### config.mk
export PLATFORM = sky130hd
export DESIGN_NAME = thermometer_scratchpad_decoder_unit
export DESIGN_NICKNAME = d
export VERILOG_FILES = /design/src/rtl/tsd_pkg.sv /design/src/rtl/tsd_ctrl.sv /design/src/rtl/tsd_dpath.sv /design/src/rtl/thermometer_scratchpad_decoder_unit.sv
export SDC_FILE = /design/constraint.sdc
export NUM_CORES = 1
export LEC_CHECK = 0
export BUFFER_PORTS_ARGS = -buffer_cell sky130_fd_sc_hd__buf_2
export CAP_MARGIN = 20
export CORE_UTILIZATION = 52
export CTS_CLUSTER_SIZE = 40
export DETAILED_ROUTE_END_ITERATION = 10
export PLACE_DENSITY = 0.67
export SYNTH_ARGS = -nofsm -noshare
export SYNTH_HDL_FRONTEND = slang
export SYNTH_SLANG_ARGS = --single-unit
### constraint.sdc
create_clock -name clk -period 9.26 [get_ports clk]
set_clock_uncertainty 0.1 [all_clocks]
set_input_delay 0.926 -clock clk [delete_from_list [all_inputs] [get_ports clk]]
set_output_delay 0.926 -clock clk [all_outputs]
set_load 0.02 [all_outputs]
### src/rtl/tsd_pkg.sv
// shared types and constants for the thermometer scratchpad decoder
// no dependencies; imported by the controller, the datapath and the top level
`default_nettype none

package tsd_pkg;

	localparam int FRAME_BYTES = 9;
	localparam int LAST_INDEX  = FRAME_BYTES - 1;
	localparam int DIV_STEPS   = 16;
	localparam int STEP_W      = $clog2(DIV_STEPS);

	localparam logic [7:0] FAM_S20  = 8'h10;
	localparam logic [7:0] FAM_22   = 8'h22;
	localparam logic [7:0] FAM_28   = 8'h28;
	localparam logic [7:0] FAM_3B   = 8'h3B;
	localparam logic [7:0] FAM_42   = 8'h42;
	localparam logic [7:0] CFG_MASK = 8'h9F;
	localparam logic [7:0] CFG_WANT = 8'h1F;
	localparam logic [7:0] CFG_BIT4 = 8'h10;
	localparam logic [7:0] CRC_POLY = 8'h8C;
	localparam logic [7:0] FAM_RESET = 8'h28;
	localparam logic [15:0] RAW_MASK = 16'hFFF0;
	localparam logic [15:0] HALF_OFS = 16'd16;

	// controller to datapath
	typedef struct packed {
		logic accept;
		logic div_step;
		logic emit;
	} tsd_cmd_t;

	// datapath to controller
	typedef struct packed {
		logic last_byte;
	} tsd_status_t;

endpackage

`default_nettype wire

### src/rtl/tsd_ctrl.sv
// controller state machine: sequences byte accept, divider iterations and result
// depends on tsd_pkg
`default_nettype none

module tsd_ctrl import tsd_pkg::*; (
	input  wire logic        clk,
	input  wire logic        arst_n,
	input  wire logic        start,
	input  tsd_status_t      status,
	output tsd_cmd_t         cmd,
	output logic             busy
);

	localparam logic [1:0] ST_IDLE = 2'd0;
	localparam logic [1:0] ST_DIV  = 2'd1;
	localparam logic [1:0] ST_OUT  = 2'd2;

	logic [1:0]        state_q;
	logic [STEP_W-1:0] step_q;

	always_comb begin
		cmd.accept   = (state_q == ST_IDLE) && start;
		cmd.div_step = (state_q == ST_DIV);
		cmd.emit     = (state_q == ST_OUT);
		busy         = (state_q != ST_IDLE);
	end

	always_ff @(posedge clk or negedge arst_n) begin
		if (!arst_n) begin
			state_q <= ST_IDLE;
			step_q  <= '0;
		end else begin
			unique case (state_q)
				ST_IDLE: begin
					step_q <= '0;
					if (start && status.last_byte) state_q <= ST_DIV;
				end
				ST_DIV: begin
					step_q <= step_q + STEP_W'(1);
					if (step_q == STEP_W'(DIV_STEPS - 1)) state_q <= ST_OUT;
				end
				ST_OUT: begin
					state_q <= ST_IDLE;
				end
				default: begin
					state_q <= ST_IDLE;
				end
			endcase
		end
	end

endmodule

`default_nettype wire

### src/rtl/tsd_dpath.sv
// datapath: byte store, running crc, family register, restoring divider, result
// depends on tsd_pkg
`default_nettype none

module tsd_dpath import tsd_pkg::*; (
	input  wire logic         clk,
	input  wire logic         arst_n,
	input  tsd_cmd_t          cmd,
	output tsd_status_t       status,
	input  wire logic         frame_start,
	input  wire logic [7:0]   data_byte,
	input  wire logic         cfg_we,
	input  wire logic [7:0]   cfg_data,
	output logic              done,
	output logic signed [15:0] temperature,
	output logic              checksum_ok,
	output logic              config_ok,
	output logic              count_ok,
	output logic              valid_res,
	output logic              model_supported
);

	function automatic logic [7:0] crc_byte(input logic [7:0] crc, input logic [7:0] b);
		logic [7:0] c;
		c = crc ^ b;
		for (int i = 0; i < 8; i++) begin
			c = c[0] ? ((c >> 1) ^ CRC_POLY) : (c >> 1);
		end
		return c;
	endfunction

	logic [3:0] count_q;
	logic [7:0] crc_q;
	logic [7:0] family_q;
	logic [7:0] pad_q [FRAME_BYTES];
	logic       chk_q;
	logic [15:0] quo_q;
	logic [7:0]  rem_q;
	logic        neg_q;

	logic [3:0] eff_count;
	logic [8:0] diff;
	logic [8:0] diff_mag;
	logic [8:0] shifted;
	logic       fits;

	always_comb begin
		eff_count = (frame_start || (count_q >= 4'(FRAME_BYTES))) ? 4'd0 : count_q;
		status.last_byte = (eff_count == 4'(LAST_INDEX));
		// count per degree minus count remain, from stored bytes 7 and 6
		diff     = {1'b0, pad_q[7]} - {1'b0, pad_q[6]};
		diff_mag = diff[8] ? (9'd0 - diff) : diff;
		shifted  = {rem_q, quo_q[15]};
		fits     = (shifted >= {1'b0, pad_q[7]});
	end

	always_ff @(posedge clk or negedge arst_n) begin
		if (!arst_n) begin
			count_q  <= '0;
			crc_q    <= '0;
			family_q <= FAM_RESET;
			done     <= 1'b0;
		end else begin
			done <= cmd.emit;
			if (cfg_we) family_q <= cfg_data;
			if (cmd.accept) begin
				if (status.last_byte) begin
					count_q <= '0;
					crc_q   <= '0;
				end else begin
					count_q <= eff_count + 4'd1;
					crc_q   <= crc_byte((eff_count == 4'd0) ? 8'd0 : crc_q, data_byte);
				end
			end
		end
	end

	always_ff @(posedge clk) begin
		if (cmd.accept) begin
			pad_q[eff_count] <= data_byte;
			if (status.last_byte) begin
				chk_q <= (crc_q == data_byte);
				neg_q <= diff[8];
				rem_q <= '0;
				quo_q <= {1'b0, diff_mag[7:0], 7'd0};
			end
		end
		if (cmd.div_step) begin
			rem_q <= fits ? 8'(shifted - {1'b0, pad_q[7]}) : shifted[7:0];
			quo_q <= {quo_q[14:0], fits};
		end
	end

	logic [15:0] raw;
	logic [15:0] raw_masked;
	logic [15:0] quo_signed;
	logic [15:0] refined;
	logic        is_s20;
	logic        cfg_calc;
	logic        cnt_calc;

	always_comb begin
		raw        = {pad_q[1][4:0], 11'd0} | {5'd0, pad_q[0], 3'd0};
		raw_masked = raw & RAW_MASK;
		quo_signed = neg_q ? (16'd0 - quo_q) : quo_q;
		refined    = {raw_masked[12:0], 3'd0} - HALF_OFS + quo_signed;
		is_s20     = (family_q == FAM_S20);
		if (family_q == FAM_28) cfg_calc = ((pad_q[4] & CFG_MASK) == CFG_WANT);
		else                    cfg_calc = ((pad_q[4] & CFG_BIT4) == CFG_BIT4);
		cnt_calc   = !(is_s20 && (pad_q[7] == 8'd0));
	end

	always_ff @(posedge clk) begin
		if (cmd.emit) begin
			if (!is_s20)        temperature <= signed'(raw);
			else if (!cnt_calc) temperature <= '0;
			else                temperature <= signed'(refined);
			checksum_ok     <= chk_q;
			config_ok       <= cfg_calc;
			count_ok        <= cnt_calc;
			valid_res       <= chk_q && cfg_calc && cnt_calc;
			model_supported <= (family_q == FAM_S20) || (family_q == FAM_22) ||
				(family_q == FAM_28) || (family_q == FAM_3B) || (family_q == FAM_42);
		end
	end

endmodule

`default_nettype wire

### src/rtl/thermometer_scratchpad_decoder_unit.sv
// top level of the thermometer scratchpad decoder
// depends on tsd_pkg, tsd_ctrl and tsd_dpath
`default_nettype none

// Scratchpad decoder for a one-wire thermometer. Feed the nine scratchpad
// bytes one item each, byte 0 first, with frame_start high on byte 0 (a mark
// mid-frame drops the partial frame; after a finished frame the next byte is
// byte 0 even without the mark). An item is taken at a clock edge with start
// high and busy low. Bytes 0 through 7 leave busy low. Byte 8 raises busy
// while the restoring divider runs its 16 iterations to refine the
// count-remain reading, and then while the result is registered.
// The result then shows for exactly one cycle with done high;
// the receiver cannot stall it, so it must take it in that cycle. busy is low
// again in that cycle and the next frame may begin at once. The family code
// register is written through cfg_valid/cfg_ready (always ready) and must
// only be changed while no frame is in flight. Temperature is in signed
// 1/128 degree units.

module thermometer_scratchpad_decoder_unit import tsd_pkg::*; (
	input  wire logic          clk,
	input  wire logic          arst_n,
	// item channel
	input  wire logic          start,
	output logic               busy,
	input  wire logic          frame_start,
	input  wire logic [7:0]    data_byte,
	// family code register write
	input  wire logic          cfg_valid,
	output logic               cfg_ready,
	input  wire logic [7:0]    cfg_data,
	// result, one cycle per frame
	output logic               done,
	output logic signed [15:0] temperature,
	output logic               checksum_ok,
	output logic               config_ok,
	output logic               count_ok,
	output logic               valid_res,
	output logic               model_supported
);

	tsd_cmd_t    cmd;
	tsd_status_t status;

	// register is eight bits wide, always writable
	assign cfg_ready = 1'b1;

	// sequencing: idle, divide iterations, result capture
	tsd_ctrl u_ctrl (
		.clk    (clk),
		.arst_n (arst_n),
		.start  (start),
		.status (status),
		.cmd    (cmd),
		.busy   (busy)
	);

	// byte store, crc, divider and result registers
	tsd_dpath u_dpath (
		.clk             (clk),
		.arst_n          (arst_n),
		.cmd             (cmd),
		.status          (status),
		.frame_start     (frame_start),
		.data_byte       (data_byte),
		.cfg_we          (cfg_valid && cfg_ready),
		.cfg_data        (cfg_data),
		.done            (done),
		.temperature     (temperature),
		.checksum_ok     (checksum_ok),
		.config_ok       (config_ok),
		.count_ok        (count_ok),
		.valid_res       (valid_res),
		.model_supported (model_supported)
	);

endmodule

`default_nettype wire

# Word level (Yosys, flattened, before mapping)
# Memory sizes are Yosys's and may differ from the RTL's.
# Cells that the tools add are included.
[classes]
n_eq_ne = 13
magnitude_cmp = 2
muxes = 30
multipliers = 0
shifts = 0
n_div = 0
bitwise = 10
n_addsub = 8
reduce_logical = 21
[ops]
columns = ["operator", "n"]
rows = [
  ["$mux 8", 15],
  ["$mux 16", 6],
  ["$eq 8x6->1 const B", 3],
  ["$not 2->3", 8],
  ["$add 16x16->16", 1],
  ["$or 16x11->16", 1],
  ["$sub 1x16->16 const A", 1],
  ["$sub 16x5->16 const B", 1],
  ["$ge 9x8->1", 1],
  ["$sub 8x8->9", 1],
  ["$add 4x1->4 const B", 2],
  ["$eq 4x4->1 const B", 2],
  ["$eq 8x5->1 const B", 1],
  ["$eq 8x7->1 const B", 1],
  ["$eq 8x8->1", 1],
  ["$logic_not 8->1", 1],
  ["$mux 4", 2],
  ["$pmux 4 s2", 1],
  ["$reduce_bool 2->1", 4],
  ["$sub 1x8->8 const A", 1],
  ["$sub 8x8->8", 1],
  ["$xor 8x8->8", 1],
  ["$eq 6x5->1 const B", 1],
  ["$reduce_and 2->1", 3],
  ["13 further kinds", 24],
]
[totals]
latch_bits = 0
rom_bits = 0
wordCells = 101
ram_bits = 72
input_bits = 21
ff_bits = 74
n_memories = 1
[mem_list]
columns = ["name", "words", "width", "read_ports", "rd_ports_with_merged_regs", "wr", "line", "rtl"]
rows = [
  ["u_dpath.pad_q", 9, 8, 5, 0, 1, "tsd_dpath.sv:35", "logic [7:0] pad_q [FRAME_BYTES];"],
]

# Longest topological paths before layout
# Gate-level depths: netlist (run 1).
[depth]
depth_word = 23
depth_mapped = 15
depth_no_buf = 15

# Hierarchy
# From an unflattened synthesis (run 1), not the netlist that was laid out.
[unflattened]
hier_cells = 583
area_unflattened_um2 = 6468.7
[by_module_without_submodules]
columns = ["module", "seq_area_each_um2", "cells_per_inst", "area_per_inst_um2", "n_inst"]
rows = [
  ["tsd_dpath", 2990.4, 552, 6145.9, 1],
  ["tsd_ctrl", 150.1, 29, 311.5, 1],
  ["thermometer_scratchpad_decoder_unit", 0.0, 2, 11.3, 1],
]

# Least setup slack after synthesis (run 1)
# OpenSTA, ideal clock, no wires.
[synth_timing]
path_type = "register to register"
start = "register u_dpath.quo_q[8]"
end = "register u_dpath.temperature[14] (data pin)"
t_arrival_ps = 3136
stages_incl_launch_ff = 12
path_slack_ps = 5754
required_time_ps = 8890
setup_time_ps = 270
cell_sequence = "edfxtp_1 or4_1 or3_1 o31ai_1 xor2_1 ha_1 inv_1 ha_1 and3_1 a2111oi_0 xor2_1 o31ai_1"
[synth_between]
elab_chain_cells = 5
[synth_rtl]
columns = ["item", "line", "rtl"]
rows = [
  ["start, declared", "tsd_dpath.sv:37", "logic [15:0] quo_q;"],
  ["start signal, assigned", "tsd_dpath.sv:85", "quo_q <= {1'b0, diff_mag[7:0], 7'd0};"],
  ["start signal, assigned", "tsd_dpath.sv:90", "quo_q <= {quo_q[14:0], fits};"],
  ["$sub 1x16->16", "tsd_dpath.sv:105", "quo_signed = neg_q ? (16'd0 - quo_q) : quo_q;"],
  ["$mux 16 *", "tsd_dpath.sv:105", ""],
  ["$add 16x16->16 *", "tsd_dpath.sv:106", "refined = {raw_masked[12:0], 3'd0} - HALF_OFS + quo_signed;"],
  ["$mux 16 *", "tsd_dpath.sv:116", "else if (!cnt_calc) temperature <= '0;"],
  ["$mux 16 *", "tsd_dpath.sv:115", "if (!is_s20) temperature <= signed'(raw);"],
  ["end signal, assigned", "tsd_dpath.sv:115", ""],
  ["end signal, assigned", "tsd_dpath.sv:117", "else temperature <= signed'(refined);"],
  ["end, declared", "tsd_dpath.sv:15", "output logic signed [15:0] temperature,"],
]
# Mark *: on every way between the ends. The rest lies on a longest branch, timed or not.
# A chain may end at the register's enable or synchronous reset.

# Worst setup path in the final report (run 1)
[layout_timing]
start = "register u_dpath.quo_q[4]"
end = "register u_dpath.temperature[14] (data pin)"
# The elaborated chain is that of the path after synthesis.

==> flow_summary.json, run 1 <==
{
  "status": "completed",
  "final_core_util": 0.592,
  "ff_latch_area_sq_um": 3140,
  "drtPass1Iterations": 4,
  "number_of_antenna_violations_at_the_first_check_in_global_routing": 0,
  "p_sw_frac": 0.311,
  "timing.setup.tns_ns": 0,
  "synth.yosys.seq_area_share": 0.494,
  "cts_made_buffers": 9,
  "r2r_end": "u_dpath.temperature[14]",
  "rows": 40,
  "routed_length_per_placed_instance_um": 15.5,
  "dp.final_hpwl_mm": 9.12,
  "power.share.sequential": 0.458,
  "drc": 0,
  "groute.layer.met1.usage": 0.269,
  "cts_num_sinks": 109,
  "worst_hold_path_type": "reg2reg",
  "area_growth_pct": 11.3,
  "initial_utilization": 0.532,
  "globalRouteTotalUtil": 0.208,
  "die_height_um": 113,
  "place_worst_setup_slack_ns": 5.41,
  "core_sq_um": 12000,
  "whs_endpoint": "u_dpath.checksum_ok",
  "drv.max_cap_violation_count": 0,
  "power.density_cell_area_nw_per_um2": 192,
  "fillerInstances": 1002,
  "synthDistinctLibCells": 57,
  "cts_resized": 0,
  "routed_wirelength_mm": 12.2,
  "ioPinCount": 45,
  "unrepaired_setup_endpoints_after_global_routing": "no",
  "gate_count_of_the_mapped_netlist": 589,
  "multi_input_area_sq_um": 2980,
  "cp.required_ns": 9.33,
  "drt.antenna.violating_nets": 0,
  "vias": 4303,
  "timing_worst_setup_path_type": "reg2reg",
  "relSlewSlack": 0.514,
  "globalRouteOverflowTotal": 0,
  "cpPeakStageDelay_ns": 0.52,
  "post_synth_xor_area_fraction": 0.102,
  "simple_gate_share_of_the_synthesized_area": 0.130,
  "detailed_place.area_sq_um": 6740,
  "postSynthNetCount": 654,
  "synth_warnings": 0,
  "setup_viol": 0,
  "synthesis.area_sq_um": 6360,
  "count_of_input_and_output_buffers": 43,
  "r2r-start": "u_dpath.quo_q[4]",
  "worst_setup_path_start_kind": "flop",
  "total_die_area_sq_um": 12700,
  "setup.reg_to_reg.worst_slack_ns": 5.41,
  "hold_viol_final": 0,
  "critical_path.max_fanout": 4,
  "critical_path.slowest_cell": "sky130_fd_sc_hd__a2111oi_0",
  "global_route.peak_usage_layer": "met2",
  "crit_path_cell_trace": "nor4_1 -> nand2_1 -> and2_1 -> xor2_1 -> inv_1 -> ha_1 -> a21o_1 -> a21o_1 -> a2111oi_2 -> nor3_1 -> a2111oi_0 -> xor2_1 -> o31ai_1",
  "power.switching_mw": 0.422,
  "synth_async_sr_flop_share": 0.248,
  "leakage_nw": 2.94,
  "hold_depth": 0,
  "timing.final.ws_setup_ns": 5.41,
  "synth-compound-area-share": 0.118,
  "post_cts_hold_buffer_count": 0,
  "tritoncts": "built",
  "irDropWorstVdd_mv": 0.112,
  "avgSynthCellArea_sq_um": 10.8,
  "vias_in_the_first_global_route": 4212,
  "combinational_family_with_the_most_area_after_synthesis": "simple AND/OR/NAND/NOR gates",
  "grt_start_max_net_pins": 28,
  "worst_hold_startpoint": "u_dpath.chk_q",
  "insertedDiodeCount": 0,
  "crit_arrival_ns": 3.92,
  "ff2ff_path_depth": 13,
  "grt_pass1_wl_mm": 20.4,
  "layout.cell_area.non_filler_sq_um": 7080,
  "layout.nets": 700,
  "cts-root-to-sink-buffers": 2,
  "cts.clk_slew.worst_paths_ns": 0.08,
  "final_layout_size_suffix_gt1_frac": 0.134,
  "synthAdderAreaFrac": 0.0901,
  "first_iter_violations": 251,
  "post_drt_via_cell_ratio": 5.47,
  "period_share": 0.416,
  "post-cts-setup-buffers": 0,
  "yosys_register_bits": 109,
  "die_width_um": 113,
  "place.gp.congestion": 0.875,
  "grt.met3_usage": 0.0275,
  "finalCriticalPeriod_ns": 3.85,
  "met2_track_usage_gr": 0.351,
  "clock_latency_ns": 0.35,
  "design_power_total_mw": 1.36,
  "htree_num_levels": 3,
  "yosys-mux-area-fraction": 0.0254,
  "maxSlewViolCount": 0,
  "clk_root_buf": "sky130_fd_sc_hd__clkbuf_16",
  "end_kind": "flop",
  "pwr-share-comb": 0.254,
  "synth_top_flop_cell": "sky130_fd_sc_hd__edfxtp_1",
  "pwr-share-clk": 0.288,
  "internal_power_mw": 0.934,
  "tightestPinTransition_ns": 0.729,
  "synth-edff-count": 82,
  "fmax_ghz": 0.260
}
==> flip-flops by register name (all words and copies together) (netlist names), 2 cells and up <==
name / cells
u_dpath.family_q: 8
u_dpath.temperature: 16
u_dpath.rem_q: 8
u_ctrl.state_q: 2
u_dpath.count_q: 4
u_dpath.quo_q: 16
u_dpath.crc_q: 8
u_ctrl.step_q: 4
u_dpath.pad_q: 35
==> layout make-up <==
type                       instances  share of cell area
timing repair buffer              47              0.0385
multi-input combinational        414               0.420
tap                              147              0.0260
clock inverter                     6             0.00884
inverter                          54              0.0286
clock buffer                      10              0.0338
sequential                       109               0.444
==> power groups by stage <==
stage | sequential, mW | clock [mW] | combinational, mW
2_1_floorplan | 0.617 | 0 | 0.280
3_3_place_gp | 0.628 | 0 | 0.329
3_5_place_dp | 0.631 | 0 | 0.341
4_1_cts | 0.620 | 0.398 | 0.342
5_1_grt | 0.627 | 0.413 | 0.384
6_report | 0.621 | 0.391 | 0.344
==> critical path: cells and delay by family, from the launching register on <==
family / cells / cell delay [ns]
adders and majority gates: 1 / 0.30
and+or+nand+nor: 4 / 0.80
DFF: 1 / 0.44
xor gates and xnor gates: 2 / 0.30
AOI/OAI and AO/OA: 5 / 1.61
buffers and inverters: 1 / 0.11
==> placed cells by master, fill, tap and decap left out, types with 9 or more instances in the layout <==
| cell type | count |
|---|---|
| sky130_fd_sc_hd__xnor2_1 | 41 |
| sky130_fd_sc_hd__mux2_2 | 9 |
| sky130_fd_sc_hd__buf_2 | 43 |
| sky130_fd_sc_hd__nand2b_1 | 9 |
| sky130_fd_sc_hd__nor2_1 | 40 |
| sky130_fd_sc_hd__edfxtp_1 | 82 |
| sky130_fd_sc_hd__o31ai_1 | 12 |
| sky130_fd_sc_hd__a21o_1 | 9 |
| sky130_fd_sc_hd__xor2_1 | 24 |
| sky130_fd_sc_hd__inv_1 | 54 |
| sky130_fd_sc_hd__clkbuf_16 | 9 |
| sky130_fd_sc_hd__nand2_1 | 59 |
| sky130_fd_sc_hd__o21ai_0 | 42 |
| sky130_fd_sc_hd__dfrtp_1 | 25 |
| sky130_fd_sc_hd__ha_1 | 41 |
| sky130_fd_sc_hd__and2_1 | 13 |
| sky130_fd_sc_hd__a21oi_1 | 13 |
==> cells by family after synthesis <==
family,after synthesis
buffers and inverters,66
and+or+nand+nor,170
other,1
muxes,15
AOI/OAI and AO/OA,115
DFF,109
xor gates and xnor gates,69
adders and majority gates,44
==> synthesized netlist by cell type (4+ instances only) <==
library cell,instances,area (sq um)
sky130_fd_sc_hd__dfrtp_1,25,626
sky130_fd_sc_hd__and2_1,13,81.3
sky130_fd_sc_hd__o21ai_0,42,210
sky130_fd_sc_hd__edfxtp_1,82,2460
sky130_fd_sc_hd__nand2b_1,9,56.3
sky130_fd_sc_hd__ha_1,41,513
sky130_fd_sc_hd__a22o_1,5,43.8
sky130_fd_sc_hd__and3_1,4,25.0
sky130_fd_sc_hd__nand4_1,7,43.8
sky130_fd_sc_hd__or3_1,5,31.3
sky130_fd_sc_hd__xor2_1,24,210
sky130_fd_sc_hd__nand2_1,59,221
sky130_fd_sc_hd__o31ai_1,12,90.1
sky130_fd_sc_hd__o21a_1,6,45.0
sky130_fd_sc_hd__mux2i_1,6,60.1
sky130_fd_sc_hd__nor2b_1,9,56.3
sky130_fd_sc_hd__clkbuf_1,10,37.5
sky130_fd_sc_hd__nor3_1,5,25.0
sky130_fd_sc_hd__a211oi_1,6,45.0
sky130_fd_sc_hd__nor2_1,40,150
sky130_fd_sc_hd__mux2_2,9,101
sky130_fd_sc_hd__a21oi_1,13,65.1
sky130_fd_sc_hd__a21o_1,9,67.6
sky130_fd_sc_hd__inv_1,54,203
sky130_fd_sc_hd__nand3_1,7,35.0
sky130_fd_sc_hd__xnor2_1,41,359
==> per-layer routing <==
| metal | up-vias | routed length, um | part of all wire |
|---|---|---|---|
| met5 | - | 0 | 0 |
| met4 | 0 | 288 | 0.024 |
| met3 | 18 | 389 | 0.032 |
| met2 | 74 | 5910 | 0.48 |
| met1 | 2042 | 5620 | 0.46 |
| li1 | 2169 | - | - |
==> how the worst max path moves through the flow <==
stage,startpoint,end,depth (start not counted)
6_report,u_dpath.quo_q[4],u_dpath.temperature[14],13
5_1_grt,u_dpath.quo_q[2],u_dpath.temperature[14],13
4_1_cts,u_dpath.quo_q[4],u_dpath.temperature[14],13
3_5_place_dp,u_dpath.quo_q[4],u_dpath.temperature[14],13
3_3_place_gp,u_dpath.quo_q[4],u_dpath.temperature[14],13
2_1_floorplan,u_dpath.quo_q[8],u_dpath.temperature[14],11
==> per-stage QoR <==
stage	std cells	hold WS, ns
2_1_floorplan	589	0.317
3_3_place_gp	767	0.379
3_5_place_dp	769	0.380
4_1_cts	785	0.399
5_1_grt	787	0.409
6_report	787	0.397
Note: power is estimated with default switching activity, not from simulation.
==> run 2, diff against run 1 <==
- clock period: 9.26 -> 4 ns (I/O delays scaled with it)
==> flow_summary.json, run 2 (synthesis gave the netlist of run 1 again) <==
{
  "status": "completed",
  "htree_num_levels": 3,
  "tritoncts": "built",
  "placed_cells_incl_taps": 774,
  "place.gp.congestion": 0.861,
  "count_of_input_and_output_buffers": 43,
  "final_core_util": 0.594,
  "cp.required_ns": 3.99,
  "grt_pass1_wl_mm": 20.9,
  "layout_commonest_cell": "sky130_fd_sc_hd__edfxtp_1",
  "total_die_area_sq_um": 12700,
  "finalCriticalPeriod_ns": 3.64,
  "whs_endpoint": "u_dpath.family_q[2]",
  "instances_no_fill": 792,
  "cts_made_buffers": 9,
  "fmax_ghz": 0.275,
  "hold_depth": 2,
  "initial_utilization": 0.532,
  "cts-root-to-sink-buffers": 2,
  "drc": 0,
  "worst_setup_path_start_kind": "flop",
  "setup_viol": 0,
  "ioPinCount": 45,
  "core_sq_um": 12000,
  "r2r-start": "u_dpath.quo_q[4]",
  "final_layout_size_suffix_gt1_frac": 0.143,
  "globalRouteTotalUtil": 0.213,
  "worst_hold_path_type": "in2reg",
  "die_width_um": 113,
  "timing_worst_setup_path_type": "reg2reg",
  "vias_in_the_first_global_route": 4257,
  "setup.reg_to_reg.worst_slack_ns": 0.36,
  "globalRouteOverflowTotal": 0,
  "unrepaired_setup_endpoints_after_global_routing": "no",
  "cts_num_sinks": 109,
  "area_growth_pct": 11.7,
  "ff2ff_path_depth": 13,
  "maxSlewViolCount": 0,
  "mostFrequentLayoutCells": "sky130_fd_sc_hd__edfxtp_1 (82), sky130_fd_sc_hd__nand2_1 (59), sky130_fd_sc_hd__inv_1 (54), sky130_fd_sc_hd__buf_2 (43), sky130_fd_sc_hd__o21ai_0 (42)",
  "critical_path.max_fanout": 4,
  "first_iter_violations": 190,
  "rows": 40,
  "cts.clk_slew.worst_paths_ns": 0.08,
  "power.density_cell_area_nw_per_um2": 441,
  "met2_track_usage_gr": 0.360,
  "tightestPinTransition_ns": 0.806,
  "drt.antenna.violating_nets": 0,
  "irDropWorstVdd_mv": 0.266,
  "clock_latency_ns": 0.35,
  "fin_worst_hold_slack_ns": 0.169,
  "grt_start_max_net_pins": 28,
  "timing.setup.tns_ns": 0,
  "global_route.peak_usage_layer": "met2",
  "drtPass1Iterations": 4,
  "crit_arrival_ns": 3.62,
  "design_power_total_mw": 3.13,
  "post_drt_via_cell_ratio": 5.45,
  "worst_hold_startpoint": "cfg_data[2]",
  "layout.nets": 705,
  "drv.max_cap_violation_count": 0,
  "vias": 4319,
  "die_height_um": 113,
  "relSlewSlack": 0.463,
  "end_kind": "flop",
  "largest_registers": "u_dpath.pad_q x35, u_dpath.quo_q x16, u_dpath.temperature x16",
  "leakage_nw": 2.95,
  "grt.met3_usage": 0.0373,
  "r2r_end": "u_dpath.temperature[14]",
  "insertedDiodeCount": 0,
  "largest_register": "u_dpath.pad_q",
  "routed_wirelength_mm": 12.3,
  "dp.final_hpwl_mm": 9.20,
  "hold_viol_final": 0,
  "groute.layer.met1.usage": 0.280,
  "largest_register_ffs": 35,
  "period_share": 0.909,
  "routed_length_per_placed_instance_um": 15.6,
  "number_of_antenna_violations_at_the_first_check_in_global_routing": 0,
  "clk_root_buf": "sky130_fd_sc_hd__clkbuf_16",
  "fillerInstances": 1026
}
-- run 2: power breakdown --
group          leakage [nW]  internal [mW]  total [mW]  switching [mW]
combinational          1.73          0.371       0.803           0.432
clock                 0.149          0.445       0.895           0.450
sequential             1.07           1.33        1.44           0.105
total                  2.95           2.15        3.13           0.987
-- run 2: routing by layer --
| layer | vias to the layer above | wire (um) | share of wire |
|---|---|---|---|
| li1 | 2178 | - | - |
| met1 | 2069 | 5730 | 0.46 |
| met2 | 66 | 6180 | 0.50 |
| met3 | 6 | 341 | 0.028 |
| met4 | 0 | 78 | 0.0063 |
| met5 | - | 0 | 0 |
-- run 2: critical path, cell delays in order, from the launching register on --
cell,delay [ns]
sky130_fd_sc_hd__edfxtp_1,0.45
sky130_fd_sc_hd__nor4_2,0.32
sky130_fd_sc_hd__nand2_1,0.14
sky130_fd_sc_hd__o21ai_0,0.21
sky130_fd_sc_hd__xor2_1,0.10
sky130_fd_sc_hd__ha_1,0.28
sky130_fd_sc_hd__inv_1,0.04
sky130_fd_sc_hd__ha_1,0.34
sky130_fd_sc_hd__a21o_1,0.22
sky130_fd_sc_hd__a2111oi_2,0.42
sky130_fd_sc_hd__nor3_1,0.13
sky130_fd_sc_hd__a2111oi_2,0.38
sky130_fd_sc_hd__xor2_1,0.17
sky130_fd_sc_hd__o31ai_1,0.07
-- run 2: worst max path at each step --
stage	depth (start not counted)	start	endpoint	slack (ns)
final	13	u_dpath.quo_q[4]	u_dpath.temperature[14]	0.36
after global routing	13	u_dpath.quo_q[4]	u_dpath.temperature[14]	0.03
after CTS	13	u_dpath.quo_q[4]	u_dpath.temperature[14]	0.20
after detailed placement	13	u_dpath.quo_q[4]	u_dpath.temperature[14]	0.21
after global placement	13	u_dpath.quo_q[4]	u_dpath.temperature[14]	0.26
after floorplan	11	u_dpath.quo_q[8]	u_dpath.temperature[14]	0.49
-- run 2: final cells by class --
type | count | area (sq um) | area share
clock buffer | 9 | 225 | 0.0317
clock inverter | 7 | 77.6 | 0.0109
inverter | 54 | 203 | 0.0285
multi-input combinational | 414 | 2990 | 0.421
sequential | 109 | 3140 | 0.442
tap | 147 | 184 | 0.0259
timing repair buffer | 52 | 285 | 0.0402
-- run 2: repair_timing --
action | 4_1_cts | 5_1_grt
setup buffers | 0 | 0
hold buffers | 1 | 0
setup endpoints to repair | 0 | 2
resized for setup | 0 | 3
hold endpoints to repair | 25 | 0
-- run 2: metrics by stage --
stage	worst slack [ns]	instance area (sq um)
global placement	0.257	6770
finish	0.365	7100
floorplan	0.494	6360
CTS	0.197	7080
detailed placement	0.206	6770
global route	0.0280	7100
==> run 3, diff against run 2 <==
- clock period: 4 -> 4.7 ns (I/O delays scaled with it)
==> flow_summary.json, run 3 (synthesis gave the netlist of run 1 again) <==
{
  "cts-root-to-sink-buffers": 2,
  "r2r-start": "u_dpath.quo_q[4]",
  "clk_root_buf": "sky130_fd_sc_hd__clkbuf_16",
  "place.gp.congestion": 0.882,
  "layout.cell_area.non_filler_sq_um": 7070,
  "leakage_nw": 2.93,
  "fin_worst_hold_slack_ns": 0.0200,
  "irDropWorstVdd_mv": 0.195,
  "placed_cells_incl_taps": 769,
  "ioPinCount": 45,
  "r2r_end": "u_dpath.temperature[14]",
  "relSlewSlack": 0.318,
  "critical_path.slowest_cell": "sky130_fd_sc_hd__a2111oi_0",
  "final_layout_size_suffix_gt1_frac": 0.133,
  "drt.antenna.violating_nets": 0,
  "setup.reg_to_reg.worst_slack_ns": 0.89,
  "setup_viol": 0,
  "number_of_antenna_violations_at_the_first_check_in_global_routing": 0,
  "drc": 0,
  "finalCriticalPeriod_ns": 3.81,
  "routed_wirelength_mm": 12.4,
  "vias": 4332,
  "end_kind": "flop",
  "cts_num_sinks": 109,
  "period_share": 0.811,
  "critical_path_buf_inv_count": 1,
  "clock_latency_ns": 0.36,
  "globalRouteOverflowTotal": 0,
  "timing.final.ws_setup_ns": 0.890,
  "power.density_cell_area_nw_per_um2": 382,
  "initial_utilization": 0.532,
  "detailed_place.area_sq_um": 6740,
  "mostFrequentLayoutCells": "sky130_fd_sc_hd__edfxtp_1 (82), sky130_fd_sc_hd__nand2_1 (59), sky130_fd_sc_hd__inv_1 (54), sky130_fd_sc_hd__buf_2 (43), sky130_fd_sc_hd__o21ai_0 (42)",
  "crit_arrival_ns": 3.80,
  "insertedDiodeCount": 0,
  "place_worst_setup_slack_ns": 0.932,
  "final_core_util": 0.591,
  "critical_path.max_fanout": 4,
  "crit_path_cell_trace": "nor4_1 -> nand2_1 -> and2_1 -> xor2_1 -> inv_1 -> ha_1 -> a21o_1 -> a21o_1 -> a2111oi_2 -> nor3_1 -> a2111oi_0 -> xor2_1 -> o31ai_1",
  "cts_made_buffers": 9,
  "largest_registers": "u_dpath.pad_q x35, u_dpath.quo_q x16, u_dpath.temperature x16",
  "drtPass1Iterations": 5,
  "largest_register_ffs": 35,
  "count_of_input_and_output_buffers": 43,
  "core_sq_um": 12000,
  "grt_start_max_net_pins": 28,
  "design_power_total_mw": 2.70,
  "status": "completed",
  "routed_length_per_placed_instance_um": 15.8,
  "dp.final_hpwl_mm": 9.33,
  "htree_num_levels": 3,
  "post_cts_hold_buffer_count": 0,
  "grt_pass1_wl_mm": 20.6,
  "worst_setup_path_start_kind": "flop",
  "post_drt_via_cell_ratio": 5.51,
  "cts.clk_slew.worst_paths_ns": 0.08,
  "drv.max_cap_violation_count": 0,
  "hold_viol_final": 0,
  "maxSlewViolCount": 0,
  "cp.required_ns": 4.69,
  "rows": 40,
  "unrepaired_setup_endpoints_after_global_routing": "no",
  "vias_in_the_first_global_route": 4244,
  "globalRouteTotalUtil": 0.211,
  "die_height_um": 113,
  "timing.setup.tns_ns": 0,
  "die_width_um": 113,
  "cpPeakStageDelay_ns": 0.47,
  "ff2ff_path_depth": 13,
  "fmax_ghz": 0.262,
  "layout_commonest_cell": "sky130_fd_sc_hd__edfxtp_1",
  "timing_worst_setup_path_type": "reg2reg",
  "total_die_area_sq_um": 12700,
  "cts_resized": 0,
  "post-cts-setup-buffers": 0,
  "worst_setup_path_startpoint": "u_dpath.quo_q[4]",
  "instances_no_fill": 786,
  "tritoncts": "built",
  "first_iter_violations": 242,
  "layout.nets": 699,
  "tightestPinTransition_ns": 1.02,
  "largest_register": "u_dpath.pad_q",
  "area_growth_pct": 11.1,
  "critPathTopFamily": "compound AO/OA/AOI/OAI gates",
  "worst_hold_path_type": "in2async"
}
-- run 3: final cells by class --
type / count / area (sq um)
clock inverter: 6 / 67.6
inverter: 54 / 203
fill: 1005 / 4900
sequential: 109 / 3140
tap: 147 / 184
multi-input combinational: 414 / 2980
timing repair buffer: 46 / 245
clock buffer: 10 / 250
-- run 3: layer usage --
metal,wire length [um],part of all wire,vias up,track usage
li1,-,-,2162,-
met1,5680,0.46,2088,0.268
met2,6160,0.50,66,0.365
met3,355,0.029,16,0.0346
met4,206,0.017,0,0.0773
met5,0,0,-,0
-- run 3: power by group --
| group | leakage [nW] | internal (mW) | total, mW | switching (mW) |
|---|---|---|---|---|
| Combinational | 1.71 | 0.311 | 0.678 | 0.367 |
| Clock | 0.157 | 0.411 | 0.796 | 0.385 |
| Sequential | 1.07 | 1.13 | 1.23 | 0.0931 |
| Total | 2.93 | 1.86 | 2.70 | 0.845 |
-- run 3: worst max-delay path by stage --
stage,to,slack [ns],depth (start not counted)
2_1_floorplan,u_dpath.temperature[14],1.19,11
3_3_place_gp,u_dpath.temperature[14],0.96,13
3_5_place_dp,u_dpath.temperature[14],0.93,13
4_1_cts,u_dpath.temperature[14],0.89,13
5_1_grt,u_dpath.temperature[14],0.58,13
6_report,u_dpath.temperature[14],0.89,13
